## config.mk

```make
export PLATFORM = sky130hd
export DESIGN_NAME = pump_switch_assigner_top_flat
export DESIGN_NICKNAME = d
export VERILOG_FILES = /design/src/hdl/psa_pkg.sv /design/src/hdl/psa_if.sv /design/src/hdl/psa_ram.sv /design/src/hdl/pump_switch_assigner_top.sv /design/src/flat_wrapper.sv
export SDC_FILE = /design/constraint.sdc
export NUM_CORES = 1
export LEC_CHECK = 0
export BUFFER_PORTS_ARGS = -buffer_cell sky130_fd_sc_hd__buf_2
export CAP_MARGIN = 20
export CORE_MARGIN = 5
export CORE_UTILIZATION = 65
export CTS_CLUSTER_SIZE = 16
export DETAILED_ROUTE_END_ITERATION = 8
export HOLD_SLACK_MARGIN = 0.06
export PLACE_DENSITY = 0.83
export SLEW_MARGIN = 5
export SYNTH_ARGS = -nofsm -noshare
export SYNTH_HDL_FRONTEND = slang
export SYNTH_SLANG_ARGS = --single-unit
export TNS_END_PERCENT = 5
```

## constraint.sdc

```tcl
create_clock -name i_clk -period 15.5 [get_ports i_clk]
set_input_delay 3.1 -clock i_clk [delete_from_list [all_inputs] [get_ports i_clk]]
set_output_delay 3.1 -clock i_clk [all_outputs]
set_load 0.005 [all_outputs]
```

## src/hdl/psa_pkg.sv

```systemverilog
`timescale 1ns / 1ps
// shared types and constants for the pump switch assigner
package psa_pkg;
    localparam int MAX_PUMPS = 8;
    localparam int HOURS     = 24;
    localparam int HW        = 5;   // hour index width
    localparam int PW        = 3;   // pump index width
    localparam int CW        = 4;   // count width
    localparam int AW        = 6;   // signed allowance width
    localparam int ROW_W     = 8;
    localparam int ADDR_W    = 4;

    localparam logic [ADDR_W-1:0] REG_PUMP_COUNT = 4'h0;
    localparam logic [ADDR_W-1:0] REG_ACT_LIMIT  = 4'h4;
    localparam logic [ADDR_W-1:0] REG_SORT_EN    = 4'h8;

    localparam logic [CW-1:0] PUMP_COUNT_RST = 4'd8;
    localparam logic [4:0]    ACT_LIMIT_RST  = 5'd3;

    typedef struct packed {
        logic [ROW_W-1:0] pump_row;
        logic             feasible;
        logic [CW-1:0]    remaining_switches;
    } t_result;

    typedef struct packed {
        logic [HW-1:0] hour;
        logic [CW-1:0] pumps_on;
    } t_request;
endpackage

```

## src/hdl/psa_if.sv

```systemverilog
`timescale 1ns / 1ps
// valid/ready channel carrying one payload
interface psa_if #(parameter type T = logic) ();
    logic valid;
    logic ready;
    T     data;
    modport source (output valid, output data, input ready);
    modport sink   (input valid, input data, output ready);
endinterface

```

## src/hdl/psa_ram.sv

```systemverilog
`timescale 1ns / 1ps
// generic single-port ram with registered read
module psa_ram #(
    parameter int WIDTH = 8,
    parameter int DEPTH = 32
) (
    input  logic                     i_clk,
    input  logic                     i_we,
    input  logic [$clog2(DEPTH)-1:0] i_addr,
    input  logic [WIDTH-1:0]         i_wdata,
    output logic [WIDTH-1:0]         o_rdata
);
    logic [WIDTH-1:0] r_mem [DEPTH];
    always_ff @(posedge i_clk) begin
        if (i_we) begin
            r_mem[i_addr] <= i_wdata;
        end
        o_rdata <= r_mem[i_addr];
    end
endmodule

```

## src/hdl/pump_switch_assigner_top.sv

```systemverilog
`timescale 1ns / 1ps
// pump switch assigner top level: apb registers, sequencer and row store
// One transaction in gives one result out. After reset a clearing pass
// zeroes the row store, during which no transaction is taken. An hour
// h of 3 or more whose count changes goes from accept to result valid
// through these steps: fetch the previous row and count, read stored
// rows 1..h-1 to count transitions for every pump at once, insertion sort
// of up to 8 pumps using one shared compare (when sorting is enabled),
// greedy walk over the pumps, then store and present.
// Hours 1 and 2 skip the row scan. An unchanged count skips the scan, sort
// and walk, and an out of range hour is answered directly with a zero result.
// The next transaction is taken once the result has left the output register.
module pump_switch_assigner_top (
    input  logic        i_clk,
    input  logic        i_rst_n,
    input  logic        psel,
    input  logic        penable,
    input  logic        pwrite,
    input  logic [3:0]  paddr,
    input  logic [31:0] pwdata,
    output logic [31:0] prdata,
    output logic        pready,
    psa_if.sink         i_req,
    psa_if.source       o_res
);
    localparam int RD = psa_pkg::HOURS + 1;
    localparam int RA = $clog2(RD);

    logic [psa_pkg::CW-1:0] r_pump_count;
    logic [4:0]             r_act_limit;
    logic                   r_sort_en;

    assign pready = 1'b1;
    always_ff @(posedge i_clk) begin
        if (!i_rst_n) begin
            r_pump_count <= psa_pkg::PUMP_COUNT_RST;
            r_act_limit  <= psa_pkg::ACT_LIMIT_RST;
            r_sort_en    <= 1'b1;
        end else if (psel && penable && pwrite) begin
            case (paddr)
                psa_pkg::REG_PUMP_COUNT: r_pump_count <= pwdata[3:0];
                psa_pkg::REG_ACT_LIMIT:  r_act_limit  <= pwdata[4:0];
                psa_pkg::REG_SORT_EN:    r_sort_en    <= pwdata[0];
                default: ;
            endcase
        end
    end
    always_comb begin
        case (paddr)
            psa_pkg::REG_PUMP_COUNT: prdata = {28'd0, r_pump_count};
            psa_pkg::REG_ACT_LIMIT:  prdata = {27'd0, r_act_limit};
            psa_pkg::REG_SORT_EN:    prdata = {31'd0, r_sort_en};
            default:                 prdata = '0;
        endcase
    end

    typedef enum logic [3:0] {
        S_CLEAR, S_IDLE, S_RDPREV, S_PREV, S_SCAN, S_SCANW, S_SORTI, S_SORTC,
        S_WALK, S_WRITE, S_OUT
    } t_state;

    t_state                         r_state;
    logic [RA-1:0]                  r_addr;
    logic                           r_we;
    logic [psa_pkg::ROW_W-1:0]      r_wrow;
    logic [psa_pkg::CW-1:0]         r_wcnt;
    logic [psa_pkg::ROW_W-1:0]      w_rrow;
    logic [psa_pkg::CW-1:0]         w_rcnt;

    psa_ram #(.WIDTH(psa_pkg::ROW_W), .DEPTH(RD)) u_rows (
        .i_clk(i_clk), .i_we(r_we), .i_addr(r_addr), .i_wdata(r_wrow), .o_rdata(w_rrow));
    psa_ram #(.WIDTH(psa_pkg::CW), .DEPTH(RD)) u_cnts (
        .i_clk(i_clk), .i_we(r_we), .i_addr(r_addr), .i_wdata(r_wcnt), .o_rdata(w_rcnt));

    logic [psa_pkg::HW-1:0]         r_hour;
    logic [psa_pkg::CW-1:0]         r_want;
    logic [psa_pkg::CW-1:0]         r_n;
    logic [psa_pkg::ROW_W-1:0]      r_row;
    logic [psa_pkg::ROW_W-1:0]      r_last;
    logic [psa_pkg::CW-1:0]         r_old;
    logic                           r_on;
    logic [psa_pkg::CW-1:0]         r_cnt;
    logic                           r_ok;
    logic signed [psa_pkg::AW-1:0]  r_a01 [psa_pkg::MAX_PUMPS];
    logic signed [psa_pkg::AW-1:0]  r_a10 [psa_pkg::MAX_PUMPS];
    logic [psa_pkg::PW-1:0]         r_ord [psa_pkg::MAX_PUMPS];
    logic [psa_pkg::CW-1:0]         r_i;
    logic [psa_pkg::CW-1:0]         r_k;
    logic [psa_pkg::PW-1:0]         r_v;
    logic                           r_scan_first;
    logic                           r_ovalid;
    psa_pkg::t_result               r_res;

    assign i_req.ready = (r_state == S_IDLE) && !r_ovalid;
    assign o_res.valid = r_ovalid;
    assign o_res.data  = r_res;

    // shared comparator: does pump v go before pump order[k-1]
    logic [psa_pkg::PW-1:0]        w_b;
    logic signed [psa_pkg::AW-1:0] w_pa, w_pb, w_sa, w_sb;
    logic                          w_first;
    always_comb begin
        w_b  = r_ord[r_k[psa_pkg::PW-1:0] - 3'd1];
        w_pa = r_on ? r_a01[r_v] : r_a10[r_v];
        w_pb = r_on ? r_a01[w_b] : r_a10[w_b];
        w_sa = r_on ? r_a10[r_v] : r_a01[r_v];
        w_sb = r_on ? r_a10[w_b] : r_a01[w_b];
        if (w_pa != w_pb)      w_first = w_pa > w_pb;
        else if (w_sa != w_sb) w_first = w_sa > w_sb;
        else                   w_first = r_v < w_b;
    end

    logic [psa_pkg::PW-1:0] w_q;
    logic                   w_qbit;
    logic signed [psa_pkg::AW-1:0] w_qallow;
    assign w_q      = r_ord[r_i[psa_pkg::PW-1:0]];
    assign w_qbit   = r_row[w_q];
    assign w_qallow = r_on ? r_a01[w_q] : r_a10[w_q];

    always_ff @(posedge i_clk) begin
        if (!i_rst_n) begin
            r_state  <= S_CLEAR;
            r_addr   <= '0;
            r_ovalid <= 1'b0;
            r_we     <= 1'b1;
            r_wrow   <= '0;
            r_wcnt   <= '0;
        end else begin
            // store write: clearing pass, or the row of the finished hour
            r_we <= ((r_state == S_CLEAR) && (r_addr != RA'(RD - 1))) ||
                    (r_state == S_WRITE);
            if (o_res.valid && o_res.ready) r_ovalid <= 1'b0;
            case (r_state)
                S_CLEAR: begin
                    if (r_addr == RA'(RD - 1)) begin
                        r_state <= S_IDLE;
                    end else begin
                        r_addr <= r_addr + 1'b1;
                    end
                end
                S_IDLE: begin
                    if (i_req.valid && !r_ovalid) begin
                        r_hour <= i_req.data.hour;
                        r_want <= i_req.data.pumps_on;
                        r_n    <= (r_pump_count > psa_pkg::CW'(psa_pkg::MAX_PUMPS))
                                  ? psa_pkg::CW'(psa_pkg::MAX_PUMPS) : r_pump_count;
                        if (i_req.data.hour == '0 ||
                                i_req.data.hour > psa_pkg::HW'(psa_pkg::HOURS)) begin
                            r_res    <= '0;
                            r_ovalid <= 1'b1;
                        end else begin
                            r_addr  <= RA'(i_req.data.hour - 1'b1);
                            r_state <= S_RDPREV;
                        end
                    end
                end
                S_RDPREV: r_state <= S_PREV;
                S_PREV: begin
                    for (int p = 0; p < psa_pkg::MAX_PUMPS; p++) begin
                        r_row[p] <= w_rrow[p] && (p < r_n);
                        r_a01[p] <= psa_pkg::AW'(r_act_limit);
                        r_a10[p] <= psa_pkg::AW'(r_act_limit);
                        r_ord[p] <= psa_pkg::PW'(p);
                    end
                    r_old <= w_rcnt;
                    r_on  <= r_want > w_rcnt;
                    r_cnt <= (r_want > w_rcnt) ? r_want - w_rcnt : w_rcnt - r_want;
                    r_ok  <= 1'b1;
                    if (r_want == w_rcnt) begin
                        r_state <= S_WRITE;
                    end else begin
                        r_addr       <= RA'(1);
                        r_scan_first <= 1'b1;
                        r_state      <= S_SCAN;
                    end
                end
                S_SCAN: begin
                    // read rows 1..h-1 in turn, compare each with the one before
                    if (r_hour < psa_pkg::HW'(3)) begin
                        r_i     <= psa_pkg::CW'(1);
                        r_state <= S_SORTI;
                    end else begin
                        r_state <= S_SCANW;
                    end
                end
                S_SCANW: begin
                    r_last       <= w_rrow;
                    r_scan_first <= 1'b0;
                    if (!r_scan_first) begin
                        for (int p = 0; p < psa_pkg::MAX_PUMPS; p++) begin
                            if (!r_last[p] && w_rrow[p]) r_a01[p] <= r_a01[p] - 1'b1;
                            else if (r_last[p] && !w_rrow[p]) r_a10[p] <= r_a10[p] - 1'b1;
                        end
                    end
                    if (r_addr == RA'(r_hour - 1'b1)) begin
                        r_i     <= psa_pkg::CW'(1);
                        r_state <= S_SORTI;
                    end else begin
                        r_addr  <= r_addr + 1'b1;
                        r_state <= S_SCAN;
                    end
                end
                S_SORTI: begin
                    if (!r_sort_en || r_i >= r_n) begin
                        r_i     <= '0;
                        r_state <= S_WALK;
                    end else begin
                        r_v     <= r_ord[r_i[psa_pkg::PW-1:0]];
                        r_k     <= r_i;
                        r_state <= S_SORTC;
                    end
                end
                S_SORTC: begin
                    if (r_k != '0 && w_first) begin
                        r_ord[r_k[psa_pkg::PW-1:0]] <= w_b;
                        r_k <= r_k - 1'b1;
                    end else begin
                        r_ord[r_k[psa_pkg::PW-1:0]] <= r_v;
                        r_i     <= r_i + 1'b1;
                        r_state <= S_SORTI;
                    end
                end
                S_WALK: begin
                    if (r_i >= r_n || r_cnt == '0) begin
                        if (r_cnt != '0) r_ok <= 1'b0;
                        r_state <= S_WRITE;
                    end else if (w_qbit != r_on) begin
                        if (w_qallow <= 0) begin
                            r_ok    <= 1'b0;
                            r_state <= S_WRITE;
                        end else begin
                            r_row[w_q] <= r_on;
                            r_cnt      <= r_cnt - 1'b1;
                            r_i        <= r_i + 1'b1;
                        end
                    end else begin
                        r_i <= r_i + 1'b1;
                    end
                end
                S_WRITE: begin
                    r_addr  <= RA'(r_hour);
                    r_wrow  <= r_row;
                    r_wcnt  <= r_want;
                    r_state <= S_OUT;
                end
                S_OUT: begin
                    r_res.pump_row           <= r_row;
                    r_res.feasible           <= r_ok && (r_want == r_old || r_cnt == '0);
                    r_res.remaining_switches <= (r_want == r_old) ? '0 : r_cnt;
                    r_ovalid <= 1'b1;
                    r_state  <= S_IDLE;
                end
                default: r_state <= S_IDLE;
            endcase
        end
    end

`ifndef SYNTHESIS
    a_no_accept_busy: assert property (@(posedge i_clk) disable iff (!i_rst_n)
        (r_state != S_IDLE) |-> !i_req.ready) else $error("accept while busy");
    a_write_then_out: assert property (@(posedge i_clk) disable iff (!i_rst_n)
        (r_state == S_WRITE) |=> (r_state == S_OUT && r_we)) else $error("store write lost");
    a_out_sets_valid: assert property (@(posedge i_clk) disable iff (!i_rst_n)
        (r_state == S_OUT) |=> r_ovalid) else $error("result dropped");
`endif
endmodule

```

## src/flat_wrapper.sv

```systemverilog
// flat-port wrapper written by rule: the top's interface ports become plain ports
module pump_switch_assigner_top_flat 
  (i_clk, i_rst_n, psel, penable, pwrite, paddr, pwdata, prdata, pready, i_req_valid, i_req_data, i_req_ready, o_res_valid, o_res_data, o_res_ready);
  psa_if #(.T(psa_pkg::t_request)) i_req_i ();
  psa_if #(.T(psa_pkg::t_result)) o_res_i ();
  input  logic i_clk;
  input  logic i_rst_n;
  input  logic psel;
  input  logic penable;
  input  logic pwrite;
  input  logic [3:0] paddr;
  input  logic [31:0] pwdata;
  output logic [31:0] prdata;
  output logic pready;
  input wire logic [$bits(i_req_i.valid)-1:0] i_req_valid;
  input wire logic [$bits(i_req_i.data)-1:0] i_req_data;
  output wire logic [$bits(i_req_i.ready)-1:0] i_req_ready;
  output wire logic [$bits(o_res_i.valid)-1:0] o_res_valid;
  output wire logic [$bits(o_res_i.data)-1:0] o_res_data;
  input wire logic [$bits(o_res_i.ready)-1:0] o_res_ready;
  assign i_req_i.valid = i_req_valid;
  assign i_req_i.data = i_req_data;
  assign i_req_ready = i_req_i.ready;
  assign o_res_valid = o_res_i.valid;
  assign o_res_data = o_res_i.data;
  assign o_res_i.ready = o_res_ready;
  pump_switch_assigner_top u_core (.i_clk(i_clk), .i_rst_n(i_rst_n), .psel(psel), .penable(penable), .pwrite(pwrite), .paddr(paddr), .pwdata(pwdata), .prdata(prdata), .pready(pready), .i_req(i_req_i), .o_res(o_res_i));
endmodule
```

==> flow_metrics.py <==
metrics = {
    "sta": {
        "period_minus_slack_ns": 6.999,
        "relSlewSlack_pct": 21.99,
        "grt_setup_unrepaired": "false",
        "fmax_mhz": 142.9,
        "skew_ns": 0.01779,
        "drv_slew": 0,
        "finalSetupViolCount": 0,
        "period_share_pct": 45.15,
        "finalHoldViolations": 0,
        "setup_tns_ns": 0,
        "worst_pin_slew_ns": 1.169,
    },
    "cts": {
        "cts_buffer_depth": 3,
        "clk-insertion-delay-late_ns": 0.62,
        "ctsHoldBuffers": 0,
        "cts.sinks": 535,
        "cts_buffers": 51,
        "cts_tree": "built",
        "path_clk_slew_ns": 0.07,
        "cts-root-buf": "clkbuf_16",
        "cts_max_level": 2,
        "cts_setup_buffers": 0,
        "cts-resized-gates": 0,
    },
    "final_layout": {
        "drive_gt1_share_pct": 14.61,
        "final_core_util_pct": 71.25,
        "nNetsFinal": 2174,
        "final_common_cell": "edfxtp_1",
        "instances_no_fill": 2643,
        "syn2layout_area_growth_pct": 9.047,
        "fill_cells": 2494,
        "stdcell_area_um2": 28900,
        "mostFrequentLayoutCells": "484 x edfxtp_1, 238 x nand2_1, 138 x nor2_1, 118 x mux4_2, 102 x a21oi_1",
    },
    "global_route": {
        "grt-ovfl-total": 0,
        "antenna_found_initial": 3,
        "grt_pass1_wl_um": 105400,
        "grt_max_degree": 83,
        "grt_pass1_vias": 17685,
        "grt_usage_pct": 30.92,
    },
    "floorplanning": {
        "initial_core_util_pct": 65.34,
        "fp.coreArea_um2": 40550,
        "die_w_um": 211.9,
        "die_area_um2": 44910,
        "rows": 74,
        "ios": 100,
        "die_h_um": 211.9,
    },
    "detailed_routing": {
        "wirelength_um": 69490,
        "drc": 0,
        "antenna_left": 0,
        "wl_per_cell_um": 26.29,
        "drt_iter0_drc": 2342,
        "viasPerCell": 6.766,
        "vias": 17883,
        "first_pass_iters": 6,
    },
    "placed_design": {
        "dpl-instance-area_um2": 27090,
        "hpwl_um": 45080,
        "place_inst": 2538,
        "routabilityCongestion": 0.9272,
        "io_buffers": 44,
    },
    "synth": {
        "synth_cells": 2048,
        "ys_warn_count": 0,
        "synth_ff_type": "edfxtp_1",
        "synthArstFlopShare_pct": 0,
        "synth.distinct_cells": 74,
        "synth-edff-count": 484,
        "ys_ff_latch": 535,
        "yosys.area_share.simple_pct": 10.20,
        "synth_compound_area_share_pct": 8.702,
        "synth_fa_ha_area_share_pct": 2.654,
        "synth_top_family_by_area": "multiplexers",
        "syn_avg_cell_area_um2": 12.94,
        "synth_xor_xnor_area_share_pct": 2.842,
        "syn_area_um2": 26500,
        "synthMuxAreaShare_pct": 13.22,
        "yosysSeqAreaShare_pct": 58.70,
    },
    "run": {
        "drv_cap": 0,
    },
    "critical_path": {
        "cp_cell_sequence": "buf_2 > or3_1 > nor2_1 > buf_2",
        "cp-start-kind": "input port",
        "cp_common_cell": "buf_2",
        "critPathCaptureType": "output port",
        "worstSetupPathType": "in2out",
        "arrival_ns": 3.90,
        "crit_fanout": 4,
        "cpPeakStageDelay_ns": 0.43,
        "required_ns": 12.40,
        "cp_slowest_cell": "or3_1",
    },
    "power_and_ir_drop": {
        "p_leak_nw": 10.14,
        "total_power_mw": 3.016,
        "p_per_area_nw_per_um2": 104.4,
        "peakVddDrop_uv": 109.4,
    },
    "min_path": {
        "hp-class": "reg2reg",
    },
    "outcome": {
        "outcome": "complete, no violations",
    },
}
-- per-layer routing --
metal	GRT usage [%]	part of all wire [%]	routed length, µm
met1	40.22	36	24870
met5	0	0.045	31
met4	15.22	6.1	4235
met2	51.07	49	33820
met3	5.290	9.4	6530
-- synth_stat cells (4+ instances only) --
| library cell | count | area (µm²) |
|---|---|---|
| a211oi_1 | 39 | 292.8 |
| a21boi_0 | 14 | 105.1 |
| a21oi_1 | 102 | 510.5 |
| a221oi_1 | 5 | 43.79 |
| a22oi_1 | 21 | 157.7 |
| a31oi_1 | 6 | 37.54 |
| a32oi_1 | 4 | 35.03 |
| and2_1 | 29 | 181.4 |
| and3_1 | 11 | 68.82 |
| buf_1 | 23 | 86.33 |
| buf_2 | 6 | 30.03 |
| buf_4 | 30 | 225.2 |
| clkbuf_1 | 83 | 311.6 |
| dfxtp_1 | 51 | 1021 |
| edfxtp_1 | 484 | 14530 |
| ha_1 | 53 | 663.1 |
| inv_1 | 70 | 262.8 |
| mux2_1 | 4 | 45.04 |
| mux2_2 | 10 | 112.6 |
| mux2i_1 | 65 | 650.6 |
| mux4_2 | 118 | 2658 |
| nand2_1 | 238 | 893.4 |
| nand2b_1 | 10 | 62.56 |
| nand3_1 | 25 | 125.1 |
| nand3b_1 | 17 | 127.6 |
| nand4_1 | 12 | 75.07 |
| nor2_1 | 138 | 518.0 |
| nor2b_1 | 47 | 294.0 |
| nor3_1 | 39 | 195.2 |
| nor3b_1 | 6 | 45.04 |
| nor4_1 | 4 | 25.02 |
| o211a_1 | 5 | 50.05 |
| o211ai_1 | 6 | 45.04 |
| o21a_1 | 4 | 30.03 |
| o21ai_0 | 98 | 490.5 |
| o21ai_1 | 4 | 20.02 |
| o221ai_1 | 13 | 113.9 |
| o22ai_1 | 4 | 25.02 |
| o41ai_1 | 4 | 35.03 |
| or3_1 | 7 | 43.79 |
| xnor2_1 | 47 | 411.6 |
| xor2_1 | 39 | 341.6 |
-- through the flow --
stage               setup slack (ns)  hold slack, ns
finish                         8.501          0.4332
floorplan                      8.691          0.4082
detailed placement             8.505          0.4287
global placement               8.524          0.4225
CTS                            8.501          0.4352
global route                   8.458          0.4552
-- state kept, by name (all words and copies together) (netlist names), 5 cells and up, named ones only --
signal and count:
u_core.r_row 8, u_core.r_wrow 8, u_core.r_a10 48, u_core.r_addr 5
u_core.r_last 8, u_core.r_hour 5, u_core.r_a01 48, u_core.r_ord 24
u_core.u_cnts.r_mem 100, u_core.o_res.data 13, u_core.u_rows.r_mem 200, u_core.r_act_limit 5
u_core.u_rows.o_rdata 8
-- report_power, final --
part	internal [mW]	leakage [nW]	switching, mW
logic	0.0636	4.43	0.0762
clock network	0.717	0.838	0.560
registers	1.58	4.87	0.0242
-- logic make-up after synthesis --
| family | after synthesis |
|---|---|
| xor gates and xnor gates | 86 |
| AOI/OAI and AO/OA | 362 |
| other | 2 |
| DFF | 535 |
| and+or+nand+nor | 589 |
| adders and majority gates | 55 |
| buffers and inverters | 220 |
| muxes | 199 |
-- layout make-up --
type	count	area (µm²)	area share [%]
Tap cell	532	665.6	2.304
Clock buffer	63	1405	4.863
Antenna cell	3	7.507	0.02598
Sequential cell	535	15560	53.86
Inverter	75	281.5	0.9742
Timing Repair Buffer	85	569.3	1.970
Multi-Input combinational cell	1319	10100	34.96
Clock inverter	31	302.8	1.048
-- final timing paths --
kind / end / cells past startpoint / slack (ns) / startpoint
max reg2reg: register / 19 / 8.85 / u_core.r_k[0]
max: prdata[1] / 4 / 8.50 / paddr[1]
min reg2reg: u_core.r_old[3] / 0 / 0.43 / u_core.u_cnts.o_rdata[3]
min: u_core.r_old[3] / 0 / 0.43 / u_core.u_cnts.o_rdata[3]
-- worst max-delay path, delay by kind of cell --
family,cells,cell delay (ns)
buffers and inverters,2,0.23
AND/OR/NAND/NOR,2,0.57
(Power assumes the default switching activity.)
